### src/rtl/aefk_pkg.sv
package aefk_pkg;

   localparam int FREQ_W  = 24;
   localparam int PROD_W  = 30;
   localparam int DIG_W   = 8;
   localparam int CNT_W   = $clog2(DIG_W);
   localparam int ELAP_W  = 11;
   localparam int ACCEL_W = 4;
   localparam int STEP_W  = 8;
   localparam int MODE_W  = 2;
   localparam int CSR_W   = 24;
   localparam int PER_W   = 10;

   localparam logic [CNT_W-1:0]  CNT_LAST   = CNT_W'(DIG_W - 1);
   localparam logic [ELAP_W-1:0] ELAP_LIMIT = 11'd2047;
   localparam logic signed [STEP_W-1:0] STEP_LIMIT = 8'sd127;
   localparam logic [STEP_W-1:0] STEP_BOOST = 8'd2;
   localparam logic [MODE_W-1:0] MODE_LAST  = 2'd2;
   localparam logic [FREQ_W-1:0] FREQ_RESET = 24'd1000;

   localparam logic [1:0] FUNC_TICK   = 2'd0;
   localparam logic [1:0] FUNC_EDGE   = 2'd1;
   localparam logic [1:0] FUNC_BUTTON = 2'd2;
   localparam logic [1:0] FUNC_NONE   = 2'd3;

   localparam logic [1:0] CSR_POLL_PERIOD = 2'd0;
   localparam logic [1:0] CSR_ACCEL_MIN   = 2'd1;
   localparam logic [1:0] CSR_ACCEL_MAX   = 2'd2;
   localparam logic [1:0] CSR_FREQ_MAX    = 2'd3;

   localparam logic [PER_W-1:0]   POLL_PERIOD_RESET = 10'd50;
   localparam logic [ACCEL_W-1:0] ACCEL_MIN_RESET   = 4'd1;
   localparam logic [ACCEL_W-1:0] ACCEL_MAX_RESET   = 4'd10;
   localparam logic [FREQ_W-1:0]  FREQ_MAX_RESET    = 24'd9999999;

   typedef struct packed {
      logic              start;
      logic [PROD_W-1:0] mcand;
      logic [DIG_W-1:0]  mplier;
   } mul_req_type;

   typedef struct packed {
      logic              done;
      logic [PROD_W-1:0] product;
   } mul_rsp_type;

endpackage

### src/rtl/aefk_mul.sv
module aefk_mul
   import aefk_pkg::*;
(
   input  logic        clock,
   input  logic        reset,
   input  mul_req_type mul_req,
   output mul_rsp_type mul_rsp
);

   logic              busy_ff, busy_in;
   logic              done_ff, done_in;
   logic [CNT_W-1:0]  cnt_ff, cnt_in;
   logic [PROD_W-1:0] mcand_ff, mcand_in;
   logic [DIG_W-1:0]  mplier_ff, mplier_in;
   logic [PROD_W-1:0] acc_ff, acc_in;

   always_comb begin
      busy_in   = busy_ff;
      done_in   = 1'b0;
      cnt_in    = cnt_ff;
      mcand_in  = mcand_ff;
      mplier_in = mplier_ff;
      acc_in    = acc_ff;
      if (mul_req.start) begin
         busy_in   = 1'b1;
         cnt_in    = '0;
         mcand_in  = mul_req.mcand;
         mplier_in = mul_req.mplier;
         acc_in    = '0;
      end else if (busy_ff) begin
         if (mplier_ff[0]) begin
            acc_in = acc_ff + mcand_ff;
         end
         mcand_in  = mcand_ff << 1;
         mplier_in = mplier_ff >> 1;
         cnt_in    = cnt_ff + CNT_W'(1);
         if (cnt_ff == CNT_LAST) begin
            busy_in = 1'b0;
            done_in = 1'b1;
         end
      end
   end

   always_ff @(posedge clock) begin
      if (reset) begin
         busy_ff <= 1'b0;
         done_ff <= 1'b0;
      end else begin
         busy_ff <= busy_in;
         done_ff <= done_in;
      end
   end

   always_ff @(posedge clock) begin
      cnt_ff    <= cnt_in;
      mcand_ff  <= mcand_in;
      mplier_ff <= mplier_in;
      acc_ff    <= acc_in;
   end

   assign mul_rsp.done    = done_ff;
   assign mul_rsp.product = acc_ff;

   assert property (@(posedge clock) disable iff (reset)
      done_ff |-> !busy_ff)
      else $error("product reported while still stepping");

   assert property (@(posedge clock) disable iff (reset)
      (busy_ff && !mul_req.start && cnt_ff == CNT_LAST) |=> done_ff)
      else $error("last step did not report the product");

   assert property (@(posedge clock) disable iff (reset)
      mul_req.start |=> busy_ff && cnt_ff == '0)
      else $error("start did not load the unit");

endmodule

### src/rtl/accelerated_encoder_frequency_knob_unit.sv
// Rotary encoder frequency knob with acceleration.
// Input channel req_: one event per item, req_func selects a 1 ms tick, an
// encoder A falling edge (req_line_b_level gives the direction) or a button
// press. Result channel rsp_: one item per event with the frequency, the
// waveform mode, change flags and the acceleration level.
// Configuration port csr_: poll period, acceleration floor and ceiling and
// the frequency ceiling, written by index. The user must write them only
// while the block is idle; the block itself does not enforce it.
// Sequence: an event without a poll goes from acceptance to ST_FIN, which
// loads its result into the result register. A tick that polls a nonzero
// step count runs four passes of the bit-serial multiplier (count squared,
// cubed, times the factor twice), each a load, 8 steps and a handoff, before
// ST_FIN loads its result. Flow: one event in flight at a time; a new event
// is accepted only after the result of the last one is written. req_stall is
// high from acceptance until the result is written to the output register.
// A result held by rsp_stall does not block the next event; that event waits
// in its final cycle until the output register is free.
// Reset (synchronous, active high) restores the default registers, frequency
// 1000, mode sine, acceleration 1, zero steps and zero elapsed time.
module accelerated_encoder_frequency_knob_unit
   import aefk_pkg::*;
(
   input  logic                clock,
   input  logic                reset,
   input  logic                req_valid,
   output logic                req_stall,
   input  logic [1:0]          req_func,
   input  logic                req_line_b_level,
   output logic                rsp_valid,
   input  logic                rsp_stall,
   output logic [FREQ_W-1:0]   rsp_frequency,
   output logic [MODE_W-1:0]   rsp_mode,
   output logic                rsp_freq_changed,
   output logic                rsp_mode_changed,
   output logic [ACCEL_W-1:0]  rsp_accel_level,
   input  logic                csr_write_enable,
   input  logic [1:0]          csr_index,
   input  logic [CSR_W-1:0]    csr_data
);

   typedef enum logic [2:0] {
      ST_IDLE = 3'b001,
      ST_MUL  = 3'b010,
      ST_FIN  = 3'b100
   } state_type;

   localparam logic [1:0] PH_SQUARE = 2'd0;
   localparam logic [1:0] PH_CUBE   = 2'd1;
   localparam logic [1:0] PH_ACCEL1 = 2'd2;
   localparam logic [1:0] PH_ACCEL2 = 2'd3;

   state_type state_ff, state_in;

   logic [PER_W-1:0]   poll_period_ff, poll_period_in;
   logic [ACCEL_W-1:0] accel_min_ff, accel_min_in;
   logic [ACCEL_W-1:0] accel_max_ff, accel_max_in;
   logic [FREQ_W-1:0]  freq_max_ff, freq_max_in;

   logic [ELAP_W-1:0]        elapsed_ff, elapsed_in;
   logic signed [STEP_W-1:0] step_ff, step_in;
   logic [ACCEL_W-1:0]       accel_ff, accel_in;
   logic [FREQ_W-1:0]        freq_ff, freq_in;
   logic [MODE_W-1:0]        mode_ff, mode_in;

   logic [STEP_W-1:0]  mag_ff, mag_in;
   logic               neg_ff, neg_in;
   logic               delta_zero_ff, delta_zero_in;
   logic [ACCEL_W-1:0] accel_used_ff, accel_used_in;
   logic               mode_adv_ff, mode_adv_in;
   logic [1:0]         phase_ff, phase_in;
   logic               start_ff, start_in;

   logic               rsp_valid_ff, rsp_valid_in;
   logic [FREQ_W-1:0]  rsp_frequency_ff, rsp_frequency_in;
   logic [MODE_W-1:0]  rsp_mode_ff, rsp_mode_in;
   logic               rsp_freq_changed_ff, rsp_freq_changed_in;
   logic               rsp_mode_changed_ff, rsp_mode_changed_in;
   logic [ACCEL_W-1:0] rsp_accel_level_ff, rsp_accel_level_in;

   mul_req_type mul_req;
   mul_rsp_type mul_rsp;

   logic              accept;
   logic              slot_free;
   logic [ELAP_W-1:0] elapsed_inc;
   logic              poll;
   logic [STEP_W-1:0] step_abs;
   logic [STEP_W-1:0] step_mag;
   logic [PROD_W-1:0] delta;
   logic [PROD_W-1:0] freq_ext;
   logic [PROD_W:0]   clamp_pre;
   logic [FREQ_W-1:0] freq_new;

   aefk_mul u_mul (
      .clock   (clock),
      .reset   (reset),
      .mul_req (mul_req),
      .mul_rsp (mul_rsp)
   );

   assign accept    = req_valid && (state_ff == ST_IDLE);
   assign req_stall = (state_ff != ST_IDLE);
   assign slot_free = !rsp_valid_ff || !rsp_stall;

   assign elapsed_inc = (elapsed_ff == ELAP_LIMIT) ? elapsed_ff : elapsed_ff + ELAP_W'(1);
   assign poll        = elapsed_inc > ELAP_W'(poll_period_ff);
   assign step_abs    = step_ff[STEP_W-1] ? STEP_W'(-step_ff) : STEP_W'(step_ff);
   assign step_mag    = (step_abs > STEP_BOOST) ? step_abs + STEP_BOOST : step_abs;

   assign delta    = delta_zero_ff ? '0 : mul_rsp.product;
   assign freq_ext = PROD_W'(freq_ff);

   always_comb begin
      if (neg_ff) begin
         if (delta > freq_ext) begin
            clamp_pre = '0;
         end else begin
            clamp_pre = (PROD_W + 1)'(freq_ext - delta);
         end
      end else begin
         clamp_pre = (PROD_W + 1)'(freq_ext) + (PROD_W + 1)'(delta);
      end
      if (clamp_pre > (PROD_W + 1)'(freq_max_ff)) begin
         freq_new = freq_max_ff;
      end else begin
         freq_new = clamp_pre[FREQ_W-1:0];
      end
   end

   always_comb begin
      mul_req.start = start_ff;
      unique case (phase_ff)
         PH_SQUARE: begin
            mul_req.mcand  = PROD_W'(mag_ff);
            mul_req.mplier = mag_ff;
         end
         PH_CUBE: begin
            mul_req.mcand  = mul_rsp.product;
            mul_req.mplier = mag_ff;
         end
         PH_ACCEL1, PH_ACCEL2: begin
            mul_req.mcand  = mul_rsp.product;
            mul_req.mplier = DIG_W'(accel_used_ff);
         end
      endcase
   end

   always_comb begin
      poll_period_in = poll_period_ff;
      accel_min_in   = accel_min_ff;
      accel_max_in   = accel_max_ff;
      freq_max_in    = freq_max_ff;
      if (csr_write_enable) begin
         unique case (csr_index)
            CSR_POLL_PERIOD: poll_period_in = csr_data[PER_W-1:0];
            CSR_ACCEL_MIN:   accel_min_in   = csr_data[ACCEL_W-1:0];
            CSR_ACCEL_MAX:   accel_max_in   = csr_data[ACCEL_W-1:0];
            CSR_FREQ_MAX:    freq_max_in    = csr_data[FREQ_W-1:0];
         endcase
      end
   end

   always_comb begin
      state_in      = state_ff;
      elapsed_in    = elapsed_ff;
      step_in       = step_ff;
      accel_in      = accel_ff;
      freq_in       = freq_ff;
      mode_in       = mode_ff;
      mag_in        = mag_ff;
      neg_in        = neg_ff;
      delta_zero_in = delta_zero_ff;
      accel_used_in = accel_used_ff;
      mode_adv_in   = mode_adv_ff;
      phase_in      = phase_ff;
      start_in      = 1'b0;

      rsp_valid_in        = rsp_valid_ff && rsp_stall;
      rsp_frequency_in    = rsp_frequency_ff;
      rsp_mode_in         = rsp_mode_ff;
      rsp_freq_changed_in = rsp_freq_changed_ff;
      rsp_mode_changed_in = rsp_mode_changed_ff;
      rsp_accel_level_in  = rsp_accel_level_ff;

      unique case (state_ff)
         ST_IDLE: begin
            if (accept) begin
               delta_zero_in = 1'b1;
               neg_in        = 1'b0;
               mode_adv_in   = 1'b0;
               state_in      = ST_FIN;
               unique case (req_func)
                  FUNC_TICK: begin
                     elapsed_in = elapsed_inc;
                     if (poll) begin
                        elapsed_in = '0;
                        if (step_ff == '0) begin
                           if (accel_ff > accel_min_ff) begin
                              accel_in = accel_ff - ACCEL_W'(1);
                           end
                        end else begin
                           mag_in        = step_mag;
                           neg_in        = step_ff[STEP_W-1];
                           delta_zero_in = 1'b0;
                           accel_used_in = accel_ff;
                           if (accel_ff < accel_max_ff) begin
                              accel_in = accel_ff + ACCEL_W'(1);
                           end
                           step_in  = '0;
                           phase_in = PH_SQUARE;
                           start_in = 1'b1;
                           state_in = ST_MUL;
                        end
                     end
                  end
                  FUNC_EDGE: begin
                     if (!req_line_b_level) begin
                        if (step_ff < STEP_LIMIT) begin
                           step_in = step_ff + STEP_W'(1);
                        end
                     end else if (step_ff > -STEP_LIMIT) begin
                        step_in = step_ff - STEP_W'(1);
                     end
                  end
                  FUNC_BUTTON: begin
                     mode_in     = (mode_ff >= MODE_LAST) ? '0 : mode_ff + MODE_W'(1);
                     mode_adv_in = 1'b1;
                  end
                  FUNC_NONE: begin
                  end
               endcase
            end
         end
         ST_MUL: begin
            if (mul_rsp.done) begin
               if (phase_ff == PH_ACCEL2) begin
                  state_in = ST_FIN;
               end else begin
                  phase_in = phase_ff + 2'd1;
                  start_in = 1'b1;
               end
            end
         end
         ST_FIN: begin
            if (slot_free) begin
               freq_in             = freq_new;
               rsp_valid_in        = 1'b1;
               rsp_frequency_in    = freq_new;
               rsp_mode_in         = mode_ff;
               rsp_freq_changed_in = (freq_new != freq_ff);
               rsp_mode_changed_in = mode_adv_ff;
               rsp_accel_level_in  = accel_ff;
               state_in            = ST_IDLE;
            end
         end
         default: begin
            state_in = ST_IDLE;
         end
      endcase
   end

   always_ff @(posedge clock) begin
      if (reset) begin
         state_ff       <= ST_IDLE;
         poll_period_ff <= POLL_PERIOD_RESET;
         accel_min_ff   <= ACCEL_MIN_RESET;
         accel_max_ff   <= ACCEL_MAX_RESET;
         freq_max_ff    <= FREQ_MAX_RESET;
         elapsed_ff     <= '0;
         step_ff        <= '0;
         accel_ff       <= ACCEL_MIN_RESET;
         freq_ff        <= FREQ_RESET;
         mode_ff        <= '0;
         phase_ff       <= PH_SQUARE;
         start_ff       <= 1'b0;
         rsp_valid_ff   <= 1'b0;
      end else begin
         state_ff       <= state_in;
         poll_period_ff <= poll_period_in;
         accel_min_ff   <= accel_min_in;
         accel_max_ff   <= accel_max_in;
         freq_max_ff    <= freq_max_in;
         elapsed_ff     <= elapsed_in;
         step_ff        <= step_in;
         accel_ff       <= accel_in;
         freq_ff        <= freq_in;
         mode_ff        <= mode_in;
         phase_ff       <= phase_in;
         start_ff       <= start_in;
         rsp_valid_ff   <= rsp_valid_in;
      end
   end

   always_ff @(posedge clock) begin
      mag_ff              <= mag_in;
      neg_ff              <= neg_in;
      delta_zero_ff       <= delta_zero_in;
      accel_used_ff       <= accel_used_in;
      mode_adv_ff         <= mode_adv_in;
      rsp_frequency_ff    <= rsp_frequency_in;
      rsp_mode_ff         <= rsp_mode_in;
      rsp_freq_changed_ff <= rsp_freq_changed_in;
      rsp_mode_changed_ff <= rsp_mode_changed_in;
      rsp_accel_level_ff  <= rsp_accel_level_in;
   end

   assign rsp_valid        = rsp_valid_ff;
   assign rsp_frequency    = rsp_frequency_ff;
   assign rsp_mode         = rsp_mode_ff;
   assign rsp_freq_changed = rsp_freq_changed_ff;
   assign rsp_mode_changed = rsp_mode_changed_ff;
   assign rsp_accel_level  = rsp_accel_level_ff;

   assert property (@(posedge clock) disable iff (reset)
      (state_ff == ST_FIN && slot_free) |=> rsp_frequency_ff <= freq_max_ff)
      else $error("frequency written above its ceiling");

   assert property (@(posedge clock) disable iff (reset)
      mul_rsp.done |-> state_ff == ST_MUL)
      else $error("multiplier finished outside a poll");

   assert property (@(posedge clock) disable iff (reset)
      (mode_ff <= MODE_LAST) && (step_ff != -STEP_LIMIT - 8'sd1))
      else $error("mode or step count out of range");

   assert property (@(posedge clock) disable iff (reset)
      (state_ff == ST_MUL) |-> (step_ff == '0 && elapsed_ff == '0))
      else $error("poll did not clear the step count and timer");

endmodule
### config.mk
export PLATFORM = sky130hd
export DESIGN_NAME = accelerated_encoder_frequency_knob_unit
export DESIGN_NICKNAME = d
export VERILOG_FILES = /design/src/rtl/aefk_pkg.sv /design/src/rtl/aefk_mul.sv /design/src/rtl/accelerated_encoder_frequency_knob_unit.sv
export SDC_FILE = /design/constraint.sdc
export NUM_CORES = 1
export LEC_CHECK = 0
export BUFFER_PORTS_ARGS = -buffer_cell sky130_fd_sc_hd__buf_2
export CAP_MARGIN = 5
export CORE_ASPECT_RATIO = 1.4
export CORE_UTILIZATION = 55
export CTS_BUF_LIST = sky130_fd_sc_hd__clkbuf_2
export CTS_CLUSTER_DIAMETER = 200
export CTS_CLUSTER_SIZE = 16
export DETAILED_ROUTE_END_ITERATION = 8
export GPL_TIMING_DRIVEN = 1
export PLACE_DENSITY = 0.75
export SETUP_SLACK_MARGIN = 0.15
export SYNTH_ARGS = -nofsm -noshare
export SYNTH_HDL_FRONTEND = slang
export SYNTH_SLANG_ARGS = --single-unit
### constraint.sdc
create_clock -name clock -period 5.5 [get_ports clock]
set_input_delay 0.55 -clock clock [delete_from_list [all_inputs] [get_ports clock]]
set_output_delay 0.55 -clock clock [all_outputs]
set_load 0.01 [all_outputs]
# Word-level counts from Yosys, hierarchy flattened
# Cells that the tools add are included.
# op_classes
n_addsub	13
n_lt_le_gt_ge	9
eq_ne	28
muxes	53
bitwise_logic	4
reduce_logical	31
# op_table
cell	count
38-bit one-hot mux with 3 select lines	1
30-bit two-way mux	3
8-bit two-way mux	9
31-bit two-way mux	2
24-bit by 30-bit adder with 31-bit output	1
31-bit by 24-bit > comparator with 1-bit output	1
24-bit by 30-bit subtractor with 31-bit output	1
30-bit adder	1
30-bit by 24-bit > comparator with 1-bit output	1
24-bit two-way mux	1
24-bit inequality test	1
11-bit two-way mux	2
3-bit two-way mux	7
8-bit by 2-bit adder with 8-bit output (second input constant)	2
2-bit inequality test (second input constant)	8
8-bit one-hot mux with 2 select lines	1
2-bit AND reduction	8
1-bit two-way mux	14
2-bit two-way mux	7
7-bit AND reduction	2
4-bit two-way mux	3
11-bit by 1-bit adder with 11-bit output (second input constant)	1
11-bit == test (second input constant)	1
11-bit by 10-bit > comparator with 1-bit output	1
36 further kinds	59
# totals
reg_bits	218
inputBits	34
out_inout_bits	34
word_cells	167

# Logic depth before layout (Yosys ltp)
# logic_depth
word_depth	7
ltp_mapped	31
depth_no_buf	26

# Cells and area by module
# From an unflattened synthesis, not the netlist that was laid out.
# hier_totals
hier_cells	2008
area_unflattened_um2	16796.1
# by_module_without_submodules
mod	n_inst	cells_each	area_per_inst_um2	seq_area_each_um2
accelerated_encoder_frequency_knob_unit	1	1524	12141.6	3373.2
aefk_mul	1	484	4654.5	1841.8

# Worst setup path before layout
# OpenSTA, ideal clock, no wires.
# synth_timing
path_kind	flip-flop to flip-flop
start	reg delta_zero_ff
end	reg rsp_freq_changed_ff (netlist: rsp_freq_changed) (data pin)
setup_time_ns	0.277
t_arrival_ns	5.720
required_ns	5.223
slack_ns	-0.498
path_stages_with_launch	31
path_buffers	4
synth_period_minus_slack_ns	5.998
cell_sequence	edfxtp_1 buf_2 clkinv_1 clkbuf_1 nand2_1 ha_1 buf_2 and3_1 nand3_1 a2111oi_2 o21ai_1 a21oi_1 nand2_1 o22ai_1 nor2_1 a31oi_1 ha_1 a21oi_1 o21a_1 o21ai_0 a221o_1 o21ai_0 o211ai_1 a22oi_1 o211ai_1 nor2_4 buf_6 mux2i_1 inv_1 a2111oi_0 nand4_1
# synth_via
elab_chain_cells	7
elab_cells_between_ends	9
cone_classes	2 x add/sub; 2 x order compare; 1 x eq/ne; 4 x mux
# synth_rtl
item	line	source
start, declared	accelerated_encoder_frequency_knob_unit.sv:67	logic delta_zero_ff, delta_zero_in;
start signal, assigned	accelerated_encoder_frequency_knob_unit.sv:297	delta_zero_ff <= delta_zero_in;
30-bit two-way mux (*)	accelerated_encoder_frequency_knob_unit.sv:110	assign delta = delta_zero_ff ? '0 : mul_rsp.product;
24-bit by 30-bit subtractor with 31-bit output / 30-bit by 24-bit > comparator with 1-bit output (equally long branches)	accelerated_encoder_frequency_knob_unit.sv:118, accelerated_encoder_frequency_knob_unit.sv:115	
31-bit two-way mux	accelerated_encoder_frequency_knob_unit.sv:115	if (delta > freq_ext) begin
31-bit two-way mux (*)	accelerated_encoder_frequency_knob_unit.sv:114	if (neg_ff) begin
31-bit by 24-bit > comparator with 1-bit output	accelerated_encoder_frequency_knob_unit.sv:123	if (clamp_pre > (PROD_W + 1)'(freq_max_ff)) begin
24-bit two-way mux (*)	accelerated_encoder_frequency_knob_unit.sv:123	
net freq_new[6]	accelerated_encoder_frequency_knob_unit.sv:92	logic [FREQ_W-1:0] freq_new;
24-bit inequality test (*)	accelerated_encoder_frequency_knob_unit.sv:250	rsp_freq_changed_in = (freq_new != freq_ff);
end signal, assigned	accelerated_encoder_frequency_knob_unit.sv:302	rsp_freq_changed_ff <= rsp_freq_changed_in;
end, declared	accelerated_encoder_frequency_knob_unit.sv:76	logic rsp_freq_changed_ff, rsp_freq_changed_in;
# Mark *: on every way through the listed nets, which the timed path passes. The rest lies on a longest branch.
# A chain may end at the register's enable or synchronous reset.

# Worst setup path after layout
# layout_timing
start	reg delta_zero_ff
end	reg rsp_freq_changed_ff (netlist: rsp_freq_changed) (data pin)
# layout_via
elab_chain_cells	7
elab_cells_between_ends	9
cone_classes	2 x add/sub; 2 x order compare; 1 x eq/ne; 4 x mux
# layout_rtl
item	line
30-bit two-way mux (*)	accelerated_encoder_frequency_knob_unit.sv:110
24-bit by 30-bit subtractor with 31-bit output / 30-bit by 24-bit > comparator with 1-bit output (equally long branches)	accelerated_encoder_frequency_knob_unit.sv:118, accelerated_encoder_frequency_knob_unit.sv:115
31-bit two-way mux	accelerated_encoder_frequency_knob_unit.sv:115
31-bit two-way mux (*)	accelerated_encoder_frequency_knob_unit.sv:114
31-bit by 24-bit > comparator with 1-bit output	accelerated_encoder_frequency_knob_unit.sv:123
24-bit two-way mux (*)	accelerated_encoder_frequency_knob_unit.sv:123
24-bit inequality test (*)	accelerated_encoder_frequency_knob_unit.sv:250
# Every way passes the cells marked *; elsewhere a longest branch is shown, timed or not.

==> impl_results.md <==
- Status: finished with violations
- Failing checks: setup timing
- Largest net degree at the start of global routing: 73
- Least-Margin Pin Slew: 1.15 ns
- PwrDens: 269 mW/mm^2
- Cts bufs inserted: 17
- Placed Cells: 2,499
- GPL Wtd Cong: 1.02
- Final period util: 107%
- Max_slew headroom: 23.1%
- MaxCap Viol Count: 0
- H-tree depth: 1
- CP Launch Type: register
- CP max stage delay: 0.54 ns
- DRT Pass-1 Iters: 5
- Chip Width: 145 microns
- CTS tree: yes
- Layout net count: 2,411
- GR Util All Layers: 33.7%
- Peak supply drop: 0.243 mV
- Critical Path End Type: register
- Clk_lat worst skew: 0.94 ns
- Tot Pwr: 5.31 mW
- Final Setup Violations: 21
- Fmax: 170 MHz
- Clock tree sinks: 218
- Clk_skew: 0.0700 ns
- Final hold vios: 0
- Sequential fraction of the synthesis area: 33.3%
- GR Overflow Total: 0
- Highest-count cells in the layout ignoring fill and taps: buf_4 (217), nand2_1 (206), nor2_1 (184)
- Synth Warn #: 0
- Hold Crit Class: in -> reg
- Total Wirelength: 50,000 microns
- Cells after synthesis: 1,928
- Initial cell density of the core: 56.2%
- Core area: 0.0278 sq mm
- Leak pwr: 8.90 nW
- Fin. max-slew vios: 0
- Comb pwr share: 47.8%
- Req. time, crit path: 6.15 ns
- Post-synth top area share: 17.0%
- CTS clk-pin slew, worst paths: 0.31 ns
- Post-synth net total: 2,113
- Largest cells by area after synthesis: dfxtp_1 (17%), edfxtp_1 (16%), ha_1 (12%), nand2_1 (5.6%), a21oi_1 (5.3%)
- Die height: 202 microns
- Syn-to-layout area delta: 26.1%
- Cell-internal power: 3.25 mW
- WS Path Type: reg -> reg
- Synth Cell Area: 0.0156 sq mm
- Async SR Flop Fraction: 0%
- Final std cells w/o fill: 2,611
- Psw: 2.06 mW
- DRT iter0 DRCs: 952
- Share of layout cells above drive strength 1: 24.1%
- Met2 wire length: 24,700 microns
- Clock root buffer: clkbuf_2
- Met3 wire length: 2470 microns
- Main synth FF type: dfxtp_1
- Number of synthesized register bits: 218
- Fill count: 2,169
- CP max-delay cell: edfxtp_1
- Drt wl/cell: 19.2 microns
- Final WS setup: -0.373 ns
- Post-synth EDFFs: 85
- Minimum clock period: 5.87 ns
- Die area: 0.0291 sq mm
- # rows: 72
- Vias: 15.4k
- Detailed placement HPWL: 37,500 microns
- Sequential share of power: 39.5%
- Clock share of power: 12.7%
- Highest Signal Layer: met4
- Vias in the first global route: 14.9k
- Crit-path most repeated cell: buf_6
- Initial antenna violation count: 3
- IO Count: 68
- Worst path arrival time: 6.53 ns
- Most common cell after layout, fill and taps aside: buf_4
- Synth area leader: dfxtp_1
- PortBufs: 67
- Post-route ant nets: 0
- Netlist cell types: 92
- RSZ-0062 raised after global routing: yes
- Sw Ratio: 38.9%
- Worst-path fanout max: 8
- Syn_area_per_cell: 8.11 sq um
- First-pass GRT wire length: 76,600 microns
- CTS max path bufs: 3
- DR vias/cell: 5.90
- DRC: 0
- Met1 wire length: 20,400 microns
-- worst max-delay path, delay by kind of cell, from the launching register on --
family          cells  cell delay [ns]
compound gates     12             2.31
simple gates        7             1.04
buf+inv             6             0.86
fa+ha+maj           2             0.58
flops               1             0.54
mux                 1             0.30
-- sequential cells by signal (all words and copies together) (netlist names), 2 cells and up --
register and count:
phase_ff 2, mag_ff 8, rsp_frequency 24, accel_ff 4
u_mul.acc_ff 30, accel_used_ff 4, u_mul.mplier_ff 8, state_ff 3
freq_ff 24, u_mul.mcand_ff 30, mode_ff 2, u_mul.cnt_ff 3
rsp_mode 2, freq_max_ff 24, accel_max_ff 4, rsp_accel_level 4
poll_period_ff 10, accel_min_ff 4, elapsed_ff 11, step_ff 8
-- synth_stat cells (5+ instances only) --
master and instances:
and2_1 8, nor3_1 35, nand4_1 17, nor2_1 192
a21o_1 43, a21oi_1 165, nor4_1 8, o21ai_0 98
o21ai_1 14, or2_2 6, nand4b_1 6, a31oi_1 16
o22ai_1 16, or3_1 8, o211ai_1 18, o31a_1 6
a41oi_1 7, a22oi_1 30, xor2_1 36, o31ai_1 6
buf_2 11, edfxtp_1 85, ha_1 146, inv_1 159
clkbuf_1 66, mux2i_1 18, nand2_1 234, nor3b_1 10
o21a_1 10, xnor2_1 57, a221oi_1 6, and3_1 16
dfxtp_1 133, a211oi_1 16, nand3_1 60, fa_1 5
o21bai_1 7, a21boi_0 6, nand3b_1 5, o311ai_0 7
nor2b_1 22, nand2b_1 19
-- routing by layer --
layer / vias to the layer above / track usage, %
met1: 7356 / 40.2
met4: 0 / 14.7
met3: 136 / 4.52
met2: 485 / 59.3
met5: - / 0
li1: 7439 / -
-- repair_timing --
| item | 4_1_cts | 5_1_grt |
|---|---|---|
| hold endpoints to repair | 47 | 0 |
| hold buffers | 32 | 0 |
| pin swaps | 17 | 30 |
| endpoints found under the setup margin | 46 | 49 |
| gates resized for setup | 110 | 108 |
| setup buffers | 14 | 29 |
| cloned | 1 | 2 |
-- layout make-up --
cell class / instances / area (sq um) / area share [%]
tap: 370 / 463 / 2.35
inverter: 163 / 617 / 3.13
clock inverter: 2 / 12.5 / 0.0634
antenna: 4 / 10.0 / 0.0508
timing repair inverter: 1 / 8.76 / 0.0444
timing repair buffer: 362 / 2890 / 14.7
multi-input combinational: 1463 / 10400 / 52.5
clock buffer: 28 / 140 / 0.711
sequential: 218 / 5220 / 26.5
-- logic make-up after synthesis --
logic type               after synthesis  synth area share [%]
XOR/XNOR                              93                  5.21
AO/OA/AOI/OAI                        526                  21.5
flip-flops                           218                  33.3
buffers and inverters                247                  6.14
adder cells (fa/ha/maj)              151                  12.3
AND/OR/NAND/NOR                      669                  19.9
multiplexers                          24                  1.63
-- power groups by stage --
stage / Combinational (mW) / Clock, mW / Sequential (mW)
2_1_floorplan: 1.34 / 0 / 2.02
3_3_place_gp: 1.98 / 0 / 2.12
3_5_place_dp: 2.02 / 0 / 2.11
4_1_cts: 2.17 / 0.681 / 2.09
5_1_grt: 2.74 / 0.727 / 2.12
6_report: 2.54 / 0.672 / 2.10
-- per-stage QoR --
step	instance area [sq um]	TNS (ns)	utilization, %	setup WS (ns)	hold WS [ns]
global placement	17900	-0.841	64.2	-0.326	0.403
finish	19700	-2.79	70.8	-0.373	0.0520
global route	19700	-11.30	70.8	-0.629	0.0313
CTS	18900	-0.213	68.1	-0.213	0.00423
floorplan	15800	0	-	0.150	0.400
detailed placement	17900	-1.53	64.2	-0.397	0.407
-- final timing paths --
check / start / end / slack [ns] / depth (start not counted)
max: delta_zero_ff / rsp_freq_changed / -0.37 / 28
min: csr_index[1] / poll_period_ff[7] / 0.05 / 4
max reg2reg: delta_zero_ff / rsp_freq_changed / -0.37 / 28
min reg2reg: mode_adv_ff / rsp_mode_changed / 0.46 / 0
No activity file was read; power rests on OpenSTA's default activity.
